## src/hw/rtl/rtv_pkg.sv

```systemverilog
// Shared types and constants for the RGB to HSV converter.
`default_nettype none
package rtv_pkg;

    localparam int QBITS = 17;  // quotient bits, enough for a saturation of exactly 1.0
    localparam int DW    = 11;  // divisor width, holds 6 * 255
    localparam int RW    = 12;  // partial remainder width, holds twice the divisor

    typedef struct packed {
        logic [7:0] red;
        logic [7:0] green;
        logic [7:0] blue;
    } t_rgb;

    typedef struct packed {
        logic [15:0] hue;
        logic [16:0] saturation;
        logic [7:0]  brightness;
    } t_hsv;

    typedef struct packed {
        logic [RW-1:0]    sat_rem;
        logic [DW-1:0]    sat_div;
        logic [QBITS-1:0] sat_q;
        logic [RW-1:0]    hue_rem;
        logic [DW-1:0]    hue_div;
        logic [QBITS-1:0] hue_q;
        logic [7:0]       bright;
    } t_stage;

endpackage
`default_nettype wire

```

## src/hw/rtl/rgb_to_hsv_converter.sv

```systemverilog
// Top level of the RGB to HSV converter: front cell followed by a chain of division cells.
//
// One pixel request is taken every clock while o_in_stall is low, and its HSV result
// passes through the front cell, then 17 division cells, each producing one quotient
// bit of saturation and of hue. A stalled output only stops the cells that are full,
// so empty cells further up keep taking requests.
`default_nettype none
module rgb_to_hsv_converter
    import rtv_pkg::*;
(
    input  wire logic i_clk,
    input  wire logic i_rst_n,
    input  wire logic i_in_valid,
    output logic      o_in_stall,
    input  wire t_rgb i_in_data,
    output logic      o_out_valid,
    input  wire logic i_out_stall,
    output t_hsv      o_out_data
);

    logic   valid [QBITS+1];
    logic   ready [QBITS+2];
    t_stage stage [QBITS+1];

    assign ready[QBITS+1] = !i_out_stall;

    rtv_prep u_prep (
        .i_clk   (i_clk),
        .i_rst_n (i_rst_n),
        .i_valid (i_in_valid),
        .i_pix   (i_in_data),
        .o_ready (ready[0]),
        .i_ready (ready[1]),
        .o_valid (valid[0]),
        .o_stage (stage[0])
    );

    for (genvar k = 0; k < QBITS; k++) begin : g_cell
        rtv_div_cell u_cell (
            .i_clk   (i_clk),
            .i_rst_n (i_rst_n),
            .i_valid (valid[k]),
            .i_stage (stage[k]),
            .o_ready (ready[k+1]),
            .i_ready (ready[k+2]),
            .o_valid (valid[k+1]),
            .o_stage (stage[k+1])
        );
    end

    assign o_in_stall             = !ready[0];
    assign o_out_valid            = valid[QBITS];
    assign o_out_data.hue         = stage[QBITS].hue_q[15:0];
    assign o_out_data.saturation  = stage[QBITS].sat_q;
    assign o_out_data.brightness  = stage[QBITS].bright;

endmodule
`default_nettype wire

```

## src/hw/rtl/rtv_prep.sv

```systemverilog
// Front cell: finds value, chroma and the hue numerator and sets up both divisions.
`default_nettype none
module rtv_prep
    import rtv_pkg::*;
(
    input  wire logic   i_clk,
    input  wire logic   i_rst_n,
    input  wire logic   i_valid,
    input  wire t_rgb   i_pix,
    output logic        o_ready,
    input  wire logic   i_ready,
    output logic        o_valid,
    output t_stage      o_stage
);

    logic        r_valid;
    t_stage      r_stage;
    t_stage      n_stage;
    logic [7:0]  v, mn, c;
    logic signed [RW-1:0] num;
    logic [DW-1:0] six_c;

    assign o_ready = !r_valid || i_ready;

    always_comb begin
        v = i_pix.red;
        if (i_pix.green > v) v = i_pix.green;
        if (i_pix.blue > v) v = i_pix.blue;
        mn = i_pix.red;
        if (i_pix.green < mn) mn = i_pix.green;
        if (i_pix.blue < mn) mn = i_pix.blue;
        c = v - mn;
        six_c = {1'b0, c, 2'b00} + {2'b00, c, 1'b0};
        if (v == i_pix.red) begin
            num = $signed({4'b0, i_pix.green}) - $signed({4'b0, i_pix.blue});
        end else if (v == i_pix.green) begin
            num = $signed({4'b0, i_pix.blue}) - $signed({4'b0, i_pix.red})
                + $signed({3'b0, c, 1'b0});
        end else begin
            num = $signed({4'b0, i_pix.red}) - $signed({4'b0, i_pix.green})
                + $signed({2'b0, c, 2'b0});
        end
        if (num < 0) num = num + $signed({1'b0, six_c});

        n_stage.bright  = v;
        n_stage.sat_q   = '0;
        n_stage.hue_q   = '0;
        // A grey pixel divides zero by one, which gives zero for both fields.
        if (c == 8'd0) begin
            n_stage.sat_rem = '0;
            n_stage.sat_div = DW'(1);
            n_stage.hue_rem = '0;
            n_stage.hue_div = DW'(1);
        end else begin
            n_stage.sat_rem = RW'(c);
            n_stage.sat_div = DW'(v);
            n_stage.hue_rem = num;
            n_stage.hue_div = six_c;
        end
    end

    always_ff @(posedge i_clk) begin
        if (!i_rst_n) begin
            r_valid <= 1'b0;
        end else if (o_ready) begin
            r_valid <= i_valid;
        end
        if (o_ready && i_valid) begin
            r_stage <= n_stage;
        end
    end

    assign o_valid = r_valid;
    assign o_stage = r_stage;

endmodule
`default_nettype wire

```

## src/hw/rtl/rtv_div_cell.sv

```systemverilog
// Division cell: one restoring step of both the saturation and the hue quotient.
`default_nettype none
module rtv_div_cell
    import rtv_pkg::*;
(
    input  wire logic   i_clk,
    input  wire logic   i_rst_n,
    input  wire logic   i_valid,
    input  wire t_stage i_stage,
    output logic        o_ready,
    input  wire logic   i_ready,
    output logic        o_valid,
    output t_stage      o_stage
);

    logic        r_valid;
    t_stage      r_stage;
    t_stage      n_stage;
    logic        sat_bit, hue_bit;
    logic [RW-1:0] sat_left, hue_left;

    assign o_ready = !r_valid || i_ready;

    always_comb begin
        sat_bit  = i_stage.sat_rem >= RW'(i_stage.sat_div);
        hue_bit  = i_stage.hue_rem >= RW'(i_stage.hue_div);
        sat_left = sat_bit ? i_stage.sat_rem - RW'(i_stage.sat_div) : i_stage.sat_rem;
        hue_left = hue_bit ? i_stage.hue_rem - RW'(i_stage.hue_div) : i_stage.hue_rem;
        n_stage         = i_stage;
        n_stage.sat_rem = {sat_left[RW-2:0], 1'b0};
        n_stage.hue_rem = {hue_left[RW-2:0], 1'b0};
        n_stage.sat_q   = {i_stage.sat_q[QBITS-2:0], sat_bit};
        n_stage.hue_q   = {i_stage.hue_q[QBITS-2:0], hue_bit};
    end

    always_ff @(posedge i_clk) begin
        if (!i_rst_n) begin
            r_valid <= 1'b0;
        end else if (o_ready) begin
            r_valid <= i_valid;
        end
        if (o_ready && i_valid) begin
            r_stage <= n_stage;
        end
    end

    assign o_valid = r_valid;
    assign o_stage = r_stage;

endmodule
`default_nettype wire
```

## config.mk

```make
export PLATFORM = sky130hd
export DESIGN_NAME = rgb_to_hsv_converter
export DESIGN_NICKNAME = d
export VERILOG_FILES = /design/src/hw/rtl/rtv_pkg.sv /design/src/hw/rtl/rgb_to_hsv_converter.sv /design/src/hw/rtl/rtv_prep.sv /design/src/hw/rtl/rtv_div_cell.sv
export SDC_FILE = /design/constraint.sdc
export NUM_CORES = 2
export LEC_CHECK = 0
export BUFFER_PORTS_ARGS = -buffer_cell sky130_fd_sc_hd__buf_2
export CAP_MARGIN = 20
export CORE_MARGIN = 4
export CORE_UTILIZATION = 60
export DETAILED_ROUTE_END_ITERATION = 8
export PLACE_DENSITY = 0.8
export SLEW_MARGIN = 15
export SYNTH_ARGS = -nofsm -noshare
export SYNTH_HDL_FRONTEND = slang
export SYNTH_SLANG_ARGS = --single-unit
```

## constraint.sdc

```tcl
create_clock -name i_clk -period 15.98 [get_ports i_clk]
set_input_delay 1.598 -clock i_clk [delete_from_list [all_inputs] [get_ports i_clk]]
set_output_delay 1.598 -clock i_clk [all_outputs]
set_load 0.01 [all_outputs]
```

==> results.json <==
{
  "synth_edf_count": 1127,
  "finalHoldViolCount": 0,
  "area_growth_pct": 9.43,
  "rsz0062_at_grt": "no",
  "ir_worst_vdd_mv": 0.250,
  "synth_top_family_by_area": "compound AO/OA/AOI/OAI gates",
  "path_clk_slew_ns": 0.06,
  "drc": 0,
  "wl_per_cell_um": 17.2,
  "drtIter0Drc": 2373,
  "finish.net_count": 5088,
  "syn_inst": 4495,
  "cts_tree": "built",
  "cpPeakStageDelay_ns": 0.49,
  "synth-simple-area-share_pct": 9.31,
  "synth-compound-area-share_pct": 10.4,
  "grt_overflow": 0,
  "slowest_stage": "nor2_1",
  "h-tree-depth": 3,
  "crit_type": "input port to flop",
  "cts_root_buf": "clkbuf_16",
  "period_share_pct": 62.5,
  "cp.required_ns": 16.48,
  "num_antenna_cells": 0,
  "drive_above_1_share_pct": 6.79,
  "cp_max_fo": 17,
  "synth_warnings": 0,
  "stdcell_count": 5953,
  "cts_sinks": 1145,
  "die_x_um": 313,
  "clk_path_buf_depth": 3,
  "wirelength_um": 103000,
  "maxCapViolations": 0,
  "num_rows": 111,
  "hp-class": "flop to flop",
  "synth_area_leaders": "edfxtp_1 60%, ha_1 8.9%, inv_1 3.8%",
  "clock_latency_ns": 0.69,
  "yosysTopAreaCellShare_pct": 60.5,
  "cts_buffers": 107,
  "syn-cell-area_um2": 55900,
  "end_kind": "flop",
  "period_needed_ns": 9.98,
  "tightest_slew_ns": 1.10,
  "postCtsSetupBuffers": 0,
  "port_buffers": 70,
  "die_y_um": 313,
  "synth_flop_cell": "edfxtp_1",
  "p_leak_uw": 0.0238,
  "layout_commonest_cell": "edfxtp_1",
  "synth_area_per_cell_um2": 12.4,
  "holdBufCountCts": 0,
  "layout_common_cells": "1127 x edfxtp_1, 562 x inv_1, 399 x ha_1, 284 x o21ai_0, 280 x nor2_1",
  "finalWorstSetupSlack_ns": 6.00,
  "p_per_area_nw_per_um2": 134,
  "grt_pass1_vias": 34177,
  "pre_cts_slack_ns": 5.34,
  "coreArea_um2": 92100,
  "vias": 33302,
  "ios": 71,
  "start_util_pct": 60.8,
  "ant_nets": 0,
  "grt_use_total_pct": 20.8,
  "cp-start-kind": "input port",
  "vias_per_cell": 5.59,
  "cp.arrival_ns": 10.49,
  "async_flop_share_pct": 0,
  "fin_setup_tns_ns": 0,
  "synthDistinctLibCells": 75,
  "grt_pass1_wl_um": 167000,
  "synth-seq-cells": 1145,
  "antenna_found_initial": 0,
  "maxSlewHeadroom_pct": 26.3,
  "ctsResizeCount": 0,
  "yosys.area.top_type": "edfxtp_1",
  "whs_ns": 0.406,
  "synth-adder-area-share_pct": 10.4,
  "place_hpwl_um": 73300,
  "grt_max_degree": 75,
  "dp.cells": 5755,
  "clock.fmax_mhz": 100,
  "setup_viol": 0,
  "worst_clock_skew_ns": 0.0378,
  "synth_xor_area_share_pct": 3.77,
  "synth_mux_area_share_pct": 0.604,
  "gp_congestion": 0.905,
  "ys_seq_area_share_pct": 61.1,
  "status": "finished, final reports clean",
  "dr.pass1.iters": 6,
  "dieArea_um2": 98200,
  "synth_fp_nets": 4962,
  "drv_slew": 0,
  "fillers": 6243
}
-- sequential cells by signal, summed over array words and instances, names as in the netlist --
name and flops:
g_cell.u_cell.o_stage 1081, g_cell.u_cell.o_valid 17, u_prep.o_stage 46, u_prep.o_valid 1
-- area by class of cell --
| cell class | count | area, µm² | area share, % |
|---|---|---|---|
| Clock inverter | 65 | 478 | 0.781 |
| Timing Repair Buffer | 101 | 583 | 0.952 |
| Tap cell | 1243 | 1560 | 2.54 |
| Sequential cell | 1145 | 34200 | 55.9 |
| Clock buffer | 133 | 2820 | 4.60 |
| Inverter | 565 | 2120 | 3.46 |
| Multi-Input combinational cell | 2701 | 19500 | 31.8 |
-- per-layer routing --
layer  GRT usage [%]  vias up  routed length, µm
met2            41.3      678              56600
met4            6.94        0               2870
met5               0        -                  0
li1                -    16337                  -
met1            22.7    16099              39400
met3            2.66      188               3660
-- synthesized netlist by cell type, types with 57 or more instances --
cell      instances
edfxtp_1       1127
inv_1           562
ha_1            399
o21ai_0         284
nor2_1          281
nand2_1         253
a21oi_1         239
a21o_1          142
xnor2_1         138
nand2b_1        112
o31ai_1          98
xor2_1           96
nor2b_1          88
clkbuf_1         77
nand3_1          69
and2_1           64
a21boi_0         57
nand4_1          57
-- logic make-up (layout without fill, tap and decap cells) --
group | Yosys count | after routing
simple gates | 1058 | 1058
mux | 31 | 31
xor+xnor | 237 | 237
compound gates | 936 | 936
fa+ha+maj | 439 | 439
flops | 1145 | 1145
buf+inv | 649 | 864
-- through the flow --
stage | total power (µW) | util, % | area [µm²]
floorplan | 5370 | - | 55900
global placement | 5810 | 62.9 | 57900
detailed placement | 5860 | 62.9 | 57900
CTS | 8250 | 66.5 | 61200
global route | 8690 | 66.5 | 61200
finish | 8210 | 66.5 | 61200
-- path summary, 6_finish.rpt --
path / from / cells past startpoint / slack [ns] / to
worst max register to register: g_cell[13].u_cell.o_valid$_SDFFE_PN0P_ / 12 / 12.00 / u_prep.o_stage[5]$_DFFE_PP_
worst min-delay path: g_cell[7].u_cell.o_stage[2]$_DFFE_PP_ / 0 / 0.41 / g_cell[8].u_cell.o_stage[2]$_DFFE_PP_
worst min register to register: g_cell[7].u_cell.o_stage[2]$_DFFE_PP_ / 0 / 0.41 / g_cell[8].u_cell.o_stage[2]$_DFFE_PP_
worst max-delay path: i_in_data[9] / 40 / 6.00 / u_prep.o_stage[46]$_SDFFCE_PP0P_
-- power breakdown --
part	internal [µW]	switching, µW
combinational	1010	1300
clock	1320	1070
sequential	3470	60.7
-- critical path: cells and delay by family --
| family | cells | cell delay [ns] |
|---|---|---|
| adder cells (fa/ha/maj) | 5 | 1.62 |
| AO/OA/AOI/OAI | 15 | 3.68 |
| buffers and inverters | 6 | 1.13 |
| AND/OR/NAND/NOR | 11 | 1.70 |
| XOR/XNOR | 3 | 0.77 |
Note: power is estimated with default switching activity, not from simulation.
